--- config.mk ---
export PLATFORM = sky130hd
export DESIGN_NAME = hsv_to_rgb_converter_top
export DESIGN_NICKNAME = d
export VERILOG_FILES = /design/src/rtl/hsv2rgb_pkg.sv /design/src/rtl/hsv2rgb_sector.sv /design/src/rtl/hsv2rgb_arith.sv /design/src/rtl/hsv2rgb_select.sv /design/src/rtl/hsv_to_rgb_converter_top.sv
export SDC_FILE = /design/constraint.sdc
export NUM_CORES = 2
export LEC_CHECK = 0
export ABC_AREA = 1
export BUFFER_PORTS_ARGS = -buffer_cell sky130_fd_sc_hd__buf_4
export CAP_MARGIN = 20
export CORE_MARGIN = 1
export CORE_UTILIZATION = 28
export CTS_CLUSTER_SIZE = 24
export DETAILED_ROUTE_END_ITERATION = 12
export PLACE_DENSITY = 0.52
export REMOVE_ABC_BUFFERS = 1
export SLEW_MARGIN = 20
export SYNTH_ARGS = -nofsm -noshare
export SYNTH_HDL_FRONTEND = slang
export SYNTH_SLANG_ARGS = --single-unit
--- constraint.sdc ---
create_clock -name clk -period 5.3 [get_ports clk]
set_input_delay 0.265 -clock clk [delete_from_list [all_inputs] [get_ports clk]]
set_output_delay 0.265 -clock clk [all_outputs]
set_load 0.1 [all_outputs]
--- src/rtl/hsv2rgb_pkg.sv ---
package hsv2rgb_pkg;

  // Fixed-point constants of the conversion.
  localparam int unsigned SectorDeg   = 60;
  localparam int unsigned FullScale   = 255;
  localparam int unsigned FullCircle  = 360;
  localparam int unsigned SectorScale = SectorDeg * FullScale;

  // Field widths.
  localparam int unsigned HueW   = 9;
  localparam int unsigned ChanW  = 8;
  localparam int unsigned SecW   = 3;
  localparam int unsigned FracW  = 6;
  localparam int unsigned SfW    = 14;
  localparam int unsigned PNumW  = 16;
  localparam int unsigned QNumW  = 22;

  // Reciprocal for the division by 255 of a 16-bit numerator.
  localparam int unsigned     PShift   = 24;
  localparam int unsigned     PRecipW  = 17;
  localparam longint unsigned PRecipL  =
    ((64'd1 << PShift) + 64'(FullScale) - 64'd1) / 64'(FullScale);
  localparam logic [PRecipW-1:0] PRecip = PRecipW'(PRecipL);
  localparam int unsigned     PProdW   = PNumW + PRecipW;

  // Reciprocal for the division by 15300 of a 22-bit numerator.
  localparam int unsigned     QShift   = 36;
  localparam int unsigned     QRecipW  = 23;
  localparam longint unsigned QRecipL  =
    ((64'd1 << QShift) + 64'(SectorScale) - 64'd1) / 64'(SectorScale);
  localparam logic [QRecipW-1:0] QRecip = QRecipW'(QRecipL);
  localparam int unsigned     QProdW   = QNumW + QRecipW;

  // Hue sector codes.
  localparam logic [SecW-1:0] SEC_0 = 3'd0;
  localparam logic [SecW-1:0] SEC_1 = 3'd1;
  localparam logic [SecW-1:0] SEC_2 = 3'd2;
  localparam logic [SecW-1:0] SEC_3 = 3'd3;
  localparam logic [SecW-1:0] SEC_4 = 3'd4;
  localparam logic [SecW-1:0] SEC_5 = 3'd5;

  // Item after the hue has been split into sector and fraction.
  typedef struct packed {
    logic              valid;
    logic [SecW-1:0]   sector;
    logic [FracW-1:0]  frac;
    logic [ChanW-1:0]  sat;
    logic [ChanW-1:0]  val;
  } sec_item_t;

  // Item carrying the three derived levels.
  typedef struct packed {
    logic              valid;
    logic [SecW-1:0]   sector;
    logic [ChanW-1:0]  val;
    logic [ChanW-1:0]  p;
    logic [ChanW-1:0]  q;
    logic [ChanW-1:0]  t;
  } lvl_item_t;

endpackage

--- src/rtl/hsv2rgb_sector.sv ---
module hsv2rgb_sector
  import hsv2rgb_pkg::*;
(
  input  logic             clk,
  input  logic             rst,
  input  logic             in_valid,
  input  logic [HueW-1:0]  hue,
  input  logic [ChanW-1:0] saturation,
  input  logic [ChanW-1:0] brightness,
  output sec_item_t        sec_out
);

  logic [HueW-1:0] hue_wrap;
  logic [HueW-1:0] base;
  logic [SecW-1:0] sector_next;

  // Wrap hues beyond the full circle back onto it.
  assign hue_wrap = (hue >= HueW'(FullCircle)) ? hue - HueW'(FullCircle) : hue;

  // Find the 60-degree sector and its starting angle.
  always_comb begin
    priority if (hue_wrap >= HueW'(5 * SectorDeg)) begin
      sector_next = SEC_5;
      base        = HueW'(5 * SectorDeg);
    end else if (hue_wrap >= HueW'(4 * SectorDeg)) begin
      sector_next = SEC_4;
      base        = HueW'(4 * SectorDeg);
    end else if (hue_wrap >= HueW'(3 * SectorDeg)) begin
      sector_next = SEC_3;
      base        = HueW'(3 * SectorDeg);
    end else if (hue_wrap >= HueW'(2 * SectorDeg)) begin
      sector_next = SEC_2;
      base        = HueW'(2 * SectorDeg);
    end else if (hue_wrap >= HueW'(SectorDeg)) begin
      sector_next = SEC_1;
      base        = HueW'(SectorDeg);
    end else begin
      sector_next = SEC_0;
      base        = '0;
    end
  end

  // Valid bit is reset; the payload is not.
  always_ff @(posedge clk) begin
    if (rst) begin
      sec_out.valid <= 1'b0;
    end else begin
      sec_out.valid <= in_valid;
    end
    sec_out.sector <= sector_next;
    sec_out.frac   <= FracW'(hue_wrap - base);
    sec_out.sat    <= saturation;
    sec_out.val    <= brightness;
  end

endmodule

--- src/rtl/hsv2rgb_arith.sv ---
module hsv2rgb_arith
  import hsv2rgb_pkg::*;
(
  input  logic      clk,
  input  logic      rst,
  input  sec_item_t sec_in,
  output lvl_item_t lvl_out
);

  // First stage: saturation products and the numerator of p.
  logic             a_valid;
  logic [SecW-1:0]  a_sector;
  logic [ChanW-1:0] a_val;
  logic [SfW-1:0]   a_sf;
  logic [SfW-1:0]   a_sc;
  logic [PNumW-1:0] a_pnum;

  // Second stage: numerators of q and t.
  logic             b_valid;
  logic [SecW-1:0]  b_sector;
  logic [ChanW-1:0] b_val;
  logic [PNumW-1:0] b_pnum;
  logic [QNumW-1:0] b_qnum;
  logic [QNumW-1:0] b_tnum;

  // Reciprocal products of the last stage.
  logic [PProdW-1:0] p_prod;
  logic [QProdW-1:0] q_prod;
  logic [QProdW-1:0] t_prod;

  always_ff @(posedge clk) begin
    if (rst) begin
      a_valid <= 1'b0;
      b_valid <= 1'b0;
    end else begin
      a_valid <= sec_in.valid;
      b_valid <= a_valid;
    end
  end

  // S times the fraction, S times its complement, and V times (255 - S).
  always_ff @(posedge clk) begin
    a_sector <= sec_in.sector;
    a_val    <= sec_in.val;
    a_sf     <= SfW'(sec_in.sat) * SfW'(sec_in.frac);
    a_sc     <= SfW'(sec_in.sat) * SfW'(FracW'(SectorDeg) - sec_in.frac);
    a_pnum   <= PNumW'(sec_in.val) * PNumW'(ChanW'(FullScale) - sec_in.sat);
  end

  // V times (15300 - S*fr) and V times (15300 - S*(60 - fr)).
  always_ff @(posedge clk) begin
    b_sector <= a_sector;
    b_val    <= a_val;
    b_pnum   <= a_pnum;
    b_qnum   <= QNumW'(a_val) * QNumW'(SfW'(SectorScale) - a_sf);
    b_tnum   <= QNumW'(a_val) * QNumW'(SfW'(SectorScale) - a_sc);
  end

  // Exact truncating division by constants through scaled reciprocals.
  assign p_prod = PProdW'(b_pnum) * PProdW'(PRecip);
  assign q_prod = QProdW'(b_qnum) * QProdW'(QRecip);
  assign t_prod = QProdW'(b_tnum) * QProdW'(QRecip);

  // Output stage; only its valid bit is reset.
  always_ff @(posedge clk) begin
    if (rst) begin
      lvl_out.valid <= 1'b0;
    end else begin
      lvl_out.valid <= b_valid;
    end
    lvl_out.sector <= b_sector;
    lvl_out.val    <= b_val;
    lvl_out.p      <= p_prod[PShift +: ChanW];
    lvl_out.q      <= q_prod[QShift +: ChanW];
    lvl_out.t      <= t_prod[QShift +: ChanW];
  end

endmodule

--- src/rtl/hsv2rgb_select.sv ---
module hsv2rgb_select
  import hsv2rgb_pkg::*;
(
  input  logic             clk,
  input  logic             rst,
  input  lvl_item_t        lvl_in,
  output logic             done,
  output logic [ChanW-1:0] red,
  output logic [ChanW-1:0] green,
  output logic [ChanW-1:0] blue
);

  logic [ChanW-1:0] red_next;
  logic [ChanW-1:0] green_next;
  logic [ChanW-1:0] blue_next;

  // Pick each channel from V, p, q or t by sector.
  always_comb begin
    unique case (lvl_in.sector)
      SEC_0: begin
        red_next = lvl_in.val; green_next = lvl_in.t;   blue_next = lvl_in.p;
      end
      SEC_1: begin
        red_next = lvl_in.q;   green_next = lvl_in.val; blue_next = lvl_in.p;
      end
      SEC_2: begin
        red_next = lvl_in.p;   green_next = lvl_in.val; blue_next = lvl_in.t;
      end
      SEC_3: begin
        red_next = lvl_in.p;   green_next = lvl_in.q;   blue_next = lvl_in.val;
      end
      SEC_4: begin
        red_next = lvl_in.t;   green_next = lvl_in.p;   blue_next = lvl_in.val;
      end
      default: begin
        red_next = lvl_in.val; green_next = lvl_in.p;   blue_next = lvl_in.q;
      end
    endcase
  end

  // Output register and strobe.
  always_ff @(posedge clk) begin
    if (rst) begin
      done <= 1'b0;
    end else begin
      done <= lvl_in.valid;
    end
  end

  always_ff @(posedge clk) begin
    red   <= red_next;
    green <= green_next;
    blue  <= blue_next;
  end

endmodule

--- src/rtl/hsv_to_rgb_converter_top.sv ---
// HSV to RGB colour converter.
// Input: an item is taken at a rising edge where start is high and busy is
// low. busy is held low at all times, so a new item may be given every cycle.
// Each item carries hue (degrees, values of 360 and above wrap round),
// saturation and brightness, both 8-bit fractions where 255 means 1.0.
// Output: red, green and blue appear for exactly one cycle with done high.
// Throughput is one item per clock. The five register stages are sector
// split, saturation products, level numerators, reciprocal multiplication
// and channel selection; the widest multiplier (22 by 23 bits) sets the
// clock.
// Results leave in the order items entered. The receiver cannot hold results
// off, so the pipeline never stalls. A synchronous reset clears every valid
// bit; items in flight at reset are dropped and no strobe follows.
module hsv_to_rgb_converter_top
  import hsv2rgb_pkg::*;
(
  input  logic             clk,
  input  logic             rst,
  input  logic             start,
  output logic             busy,
  input  logic [HueW-1:0]  hue,
  input  logic [ChanW-1:0] saturation,
  input  logic [ChanW-1:0] brightness,
  output logic             done,
  output logic [ChanW-1:0] red,
  output logic [ChanW-1:0] green,
  output logic [ChanW-1:0] blue
);

  sec_item_t sec_item;
  lvl_item_t lvl_item;

  // The pipeline never stalls, so an item is always accepted.
  assign busy = 1'b0;

  hsv2rgb_sector u_sector (
    .clk        (clk),
    .rst        (rst),
    .in_valid   (start && !busy),
    .hue        (hue),
    .saturation (saturation),
    .brightness (brightness),
    .sec_out    (sec_item)
  );

  hsv2rgb_arith u_arith (
    .clk     (clk),
    .rst     (rst),
    .sec_in  (sec_item),
    .lvl_out (lvl_item)
  );

  hsv2rgb_select u_select (
    .clk    (clk),
    .rst    (rst),
    .lvl_in (lvl_item),
    .done   (done),
    .red    (red),
    .green  (green),
    .blue   (blue)
  );

  // Every accepted item gives exactly one strobe, and no strobe comes without one.
  a_latency: assert property (@(posedge clk) disable iff (rst)
    (!$past(rst, 1) && !$past(rst, 2) && !$past(rst, 3) && !$past(rst, 4) &&
     !$past(rst, 5)) |-> (done == $past(start, 5)))
    else $error("strobe does not follow an accepted item by five cycles");

  // Zero saturation gives grey at the brightness.
  a_grey: assert property (@(posedge clk) disable iff (rst)
    (done && $past(saturation, 5) == '0) |->
      (red == $past(brightness, 5) && green == $past(brightness, 5) &&
       blue == $past(brightness, 5)))
    else $error("zero saturation did not give grey");

  // One channel always carries the brightness itself.
  a_value: assert property (@(posedge clk) disable iff (rst)
    done |-> (red == $past(brightness, 5) || green == $past(brightness, 5) ||
              blue == $past(brightness, 5)))
    else $error("no channel equals the brightness");

endmodule

==> impl_results.md <==
- Area of placed instances: 0.03856 mm2
- Port Buf Inserts: 52
- Cells traversed along the worst timing path: ha_1 -> fa_1 -> inv_1 -> fa_1 -> inv_1 -> ha_1 -> fa_1 -> fa_1 -> fa_1 -> ha_1 -> nand2_1 -> buf_4 -> nor3_1 -> inv_1 -> nor3_1 -> nand3_1 -> nand3_2 -> xor2_2
- Parity-gate share of the synthesized area counting xor and xnor cells: 2.886%
- Number of placement rows: 129
- Master cell of the clock root buffer: sky130_fd_sc_hd__clkbuf_16
- Remaining routing DRC violations: 0
- Initial antenna violation count: 5
- Overall global routing resource usage: 15.28%
- GRT Residual Overflow: 0
- Final-report max-slew violation count: 0
- Total number of clock tree sinks: about 210
- Compound-cell area share of the yosys netlist: 6.502%
- Number of buffers created by CTS: 27
- Portion of netlist area occupied by mux cells: 0%
- Critical-path top delay cell: sky130_fd_sc_hd__fa_1
- Clock tree buffer depth: 3
- Net count reported at finish: 5626
- Largest delay share family, worst path: adder cells
- Core area: 0.1241 mm2
- Top Ports: 54
- Area delta synth->final: 14.45%
- Synth Flop Type: sky130_fd_sc_hd__dfxtp_1
- Fraction of the mapped netlist area in simple logic gates: ~15%
- Number of distinct library cells after synthesis: 52
- Gate Count Post-Synth: 4245
- Worst endpoint data arrival time: 5.61 ns
- Number of synthesis warnings: 0
- Final weighted congestion in routability-driven placement: 0.9006
- Critical Path End Type: flip-flop
- Final hold violation count: 0
- Global-route wire length before repair: 152900 um
- Final setup TNS: 0 ns
- Worst Max-Slew Pin Slew: roughly 1.0 ns
- Synthesized cell area: around 0.035 mm2
- Floorplan die height: 356.4 um
- Via count of the first global-routing pass: 28177
- Relative max-transition margin: 30.36%
- Initial Utilization: 28.33%
- WP buf/inv: 4
- Via-to-Cell Ratio: 4.499
- Pre-Repair DR Iteration Count: 5
- Chip Width: between 300 and 400 um
- Pin count of the biggest net entering global routing: 25
- Top cells by area, synth: sky130_fd_sc_hd__fa_1 30%, sky130_fd_sc_hd__ha_1 22%, sky130_fd_sc_hd__dfxtp_1 12%
- Fmax achieved: 195.0 MHz
- Outcome: complete, no violations
- DP Wirelength: 85660 um
- Antenna-violating nets left: 0
- Number of synthesized flops with an enable pin: 0
- Initial DRC count: 1267
- Vias: 27527
- Final number of setup-violating endpoints: 0
- Crit path top cell by count: sky130_fd_sc_hd__fa_1
- Setup repair after global routing missed its margin: yes
- Kind of path behind the tightest hold check: primary input to flip-flop
- Flops & latches, synth: between 200 and 250
- Worst endpoint required time: 5.78 ns
- Worst-path fanout max: 4
- Clock Latency Late Sink: 0.59 ns
- Type of element launching the critical path: flip-flop
- Crit path largest cell delay: 0.58 ns
- Final cycle utilization of the critical path: 96.74%
- Tmin final: roughly 5.1 ns
- Largest area contributor in the synthesized netlist: sky130_fd_sc_hd__fa_1
- Final std cell area, no fill: 0.04024 mm2
- Per-cell routed wire length: 15.87 um
- Clock slew seen by the registers of the worst setup and hold paths: 0.07 ns
- Fraction of registers with async set/reset: 0%
- Avg Synthesized Cell Area: between 8 and 9 um2
- Adder-cell share of the synthesized area: 51.62%
- Proportion of netlist area held by the largest area contributor: 29.55%
- Clock Skews: 0.03962 ns
- Max-Cap Viols: 0
- Combinational family with the most area after synthesis: adder cells
- Final routed wirelength across all metal layers: a little under 100000 um
- Register area share after synthesis: between 10% and 20%
- Total Die Area: 0.1270 mm2
- CTS tree: yes
- Share of final-layout standard cells stronger than drive strength 1: 9.466%
- WS Path Type: flip-flop to flip-flop
- Number of H-tree levels: 1
[cells by family after synthesis]
| group | after synthesis |
|---|---|
| compound gates | 391 |
| xor+xnor | 115 |
| fa+ha+maj | 1139 |
| buf+inv | 1103 |
| flops | 213 |
| other cells | 1 |
| simple gates | 1283 |
[registers in the layout, summed over array words and instances (netlist names)]
register and flops:
u_arith.lvl_out 36, u_sector.sec_out 26, u_arith.b_qnum 22, u_arith.b_tnum 21
u_arith.a_pnum 16, u_arith.b_pnum 16, u_arith.a_sf 14, u_arith.a_sc 13
u_arith.a_val 8, u_arith.b_val 8, u_select.blue 8, u_select.green 8
u_select.red 8, u_arith.a_sector 3, u_arith.b_sector 3, u_arith.a_valid 1
u_arith.b_valid 1, u_select.done 1
[worst register-to-register path, cell delays in order (launching register included)]
cell and delay [ns]:
sky130_fd_sc_hd__dfxtp_2 0.34, sky130_fd_sc_hd__ha_1 0.33, sky130_fd_sc_hd__fa_1 0.52, sky130_fd_sc_hd__inv_1 0.06
sky130_fd_sc_hd__fa_1 0.52, sky130_fd_sc_hd__inv_1 0.04, sky130_fd_sc_hd__ha_1 0.29, sky130_fd_sc_hd__fa_1 0.58
sky130_fd_sc_hd__fa_1 0.43, sky130_fd_sc_hd__fa_1 0.48, sky130_fd_sc_hd__ha_1 0.33, sky130_fd_sc_hd__nand2_1 0.14
sky130_fd_sc_hd__buf_4 0.17, sky130_fd_sc_hd__nor3_1 0.15, sky130_fd_sc_hd__inv_1 0.07, sky130_fd_sc_hd__nor3_1 0.15
sky130_fd_sc_hd__nand3_1 0.11, sky130_fd_sc_hd__nand3_2 0.12, sky130_fd_sc_hd__xor2_2 0.20
[cells in the mapped netlist, types with 5 or more instances]
cell type / n
sky130_fd_sc_hd__nand3_1: 107
sky130_fd_sc_hd__and3_1: 6
sky130_fd_sc_hd__inv_1: 1051
sky130_fd_sc_hd__xor2_1: 70
sky130_fd_sc_hd__nor4_1: 13
sky130_fd_sc_hd__clkbuf_1: 37
sky130_fd_sc_hd__nand2_2: 10
sky130_fd_sc_hd__a21o_1: 25
sky130_fd_sc_hd__nand4_1: 28
sky130_fd_sc_hd__fa_1: 519
sky130_fd_sc_hd__nand3b_1: 8
sky130_fd_sc_hd__nor3_1: 37
sky130_fd_sc_hd__nor2_1: 372
sky130_fd_sc_hd__o22ai_1: 7
sky130_fd_sc_hd__o211ai_1: 5
sky130_fd_sc_hd__xnor2_1: 44
sky130_fd_sc_hd__nand2_1: 670
sky130_fd_sc_hd__a21oi_1: 164
sky130_fd_sc_hd__or2_2: 16
sky130_fd_sc_hd__ha_1: 620
sky130_fd_sc_hd__o2111ai_1: 16
sky130_fd_sc_hd__a31oi_1: 24
sky130_fd_sc_hd__o21bai_1: 17
sky130_fd_sc_hd__o31ai_1: 5
sky130_fd_sc_hd__o21ai_0: 98
sky130_fd_sc_hd__dfxtp_1: 213
sky130_fd_sc_hd__a21boi_0: 5
[layout by cell type (no fill, tap or decap), types with 16 or more instances in the layout]
cell type and n:
sky130_fd_sc_hd__inv_1 1044, sky130_fd_sc_hd__nand2_1 654, sky130_fd_sc_hd__ha_1 607, sky130_fd_sc_hd__fa_1 517
sky130_fd_sc_hd__nor2_1 356, sky130_fd_sc_hd__buf_4 206, sky130_fd_sc_hd__dfxtp_1 198, sky130_fd_sc_hd__a21oi_1 141
sky130_fd_sc_hd__nand3_1 102, sky130_fd_sc_hd__o21ai_0 88, sky130_fd_sc_hd__xor2_1 67, sky130_fd_sc_hd__xnor2_1 41
sky130_fd_sc_hd__nor3_1 30, sky130_fd_sc_hd__nand4_1 28, sky130_fd_sc_hd__clkbuf_16 27, sky130_fd_sc_hd__a21o_1 25
sky130_fd_sc_hd__nand2_2 24, sky130_fd_sc_hd__a31oi_1 24, sky130_fd_sc_hd__a21oi_2 23, sky130_fd_sc_hd__dlygate4sd3_1 20
sky130_fd_sc_hd__nor2_2 19, sky130_fd_sc_hd__o21bai_1 17, sky130_fd_sc_hd__o2111ai_1 16
[layout make-up]
cell class,count,area [um2]
Tap cell,1637,2048
Fill cell,13171,83880
Clock inverter,15,120.1
Clock buffer,34,721.9
Inverter,1058,3974
Multi-Input combinational cell,2929,27270
Timing Repair Buffer,230,1813
Antenna cell,2,5.005
Sequential cell,213,4285
[per-layer routing]
metal	vias to the layer above	global-route usage, %	routed length, um
li1	13511	-	-
met1	13407	20.64	44630
met2	503	26.14	46270
met3	106	1.673	3975
met4	0	3.227	2214
met5	-	0	0
[per-stage QoR]
stage                     hold slack, ns  util (%)  std cells  setup WS [ns]
final                            0.07359     32.42       6118         0.1726
after global routing             0.05971     32.42       6116       -0.05387
after CTS                        0.02935     31.95       6108       0.009536
after detailed placement          0.3121     31.07       6039       -0.02141
after global placement            0.3116     31.07       6039       -0.08942
after floorplan                   0.2927         -       4200         0.2394
[path summary, 6_finish.rpt]
kind | start | to | slack, ns | cells past startpoint
worst min-delay path | hue[8] | u_sector.sec_out[22]$_SDFF_PN1_ | 0.07 | 3
worst max-delay path | u_arith.b_tnum[16]$_DFF_P_ | u_arith.lvl_out[7]$_DFF_P_ | 0.17 | 18
worst max register to register | u_arith.b_tnum[16]$_DFF_P_ | u_arith.lvl_out[7]$_DFF_P_ | 0.17 | 18
worst min register to register | u_arith.b_val[3]$_DFF_P_ | u_arith.lvl_out[27]$_DFF_P_ | 0.32 | 0
[timing repair]
item | 4_1_cts | 5_1_grt
setup endpoints to repair | 9 | 37
resized for setup | 10 | 142
hold buffers | 20 | 0
pin swaps | 0 | 33
setup buffers | 0 | 8
endpoints found under the hold margin | 23 | 0
Power is left out: the tool's default activity adds up to more than one toggle a clock period on the data nets, which glitch-free logic cannot reach.
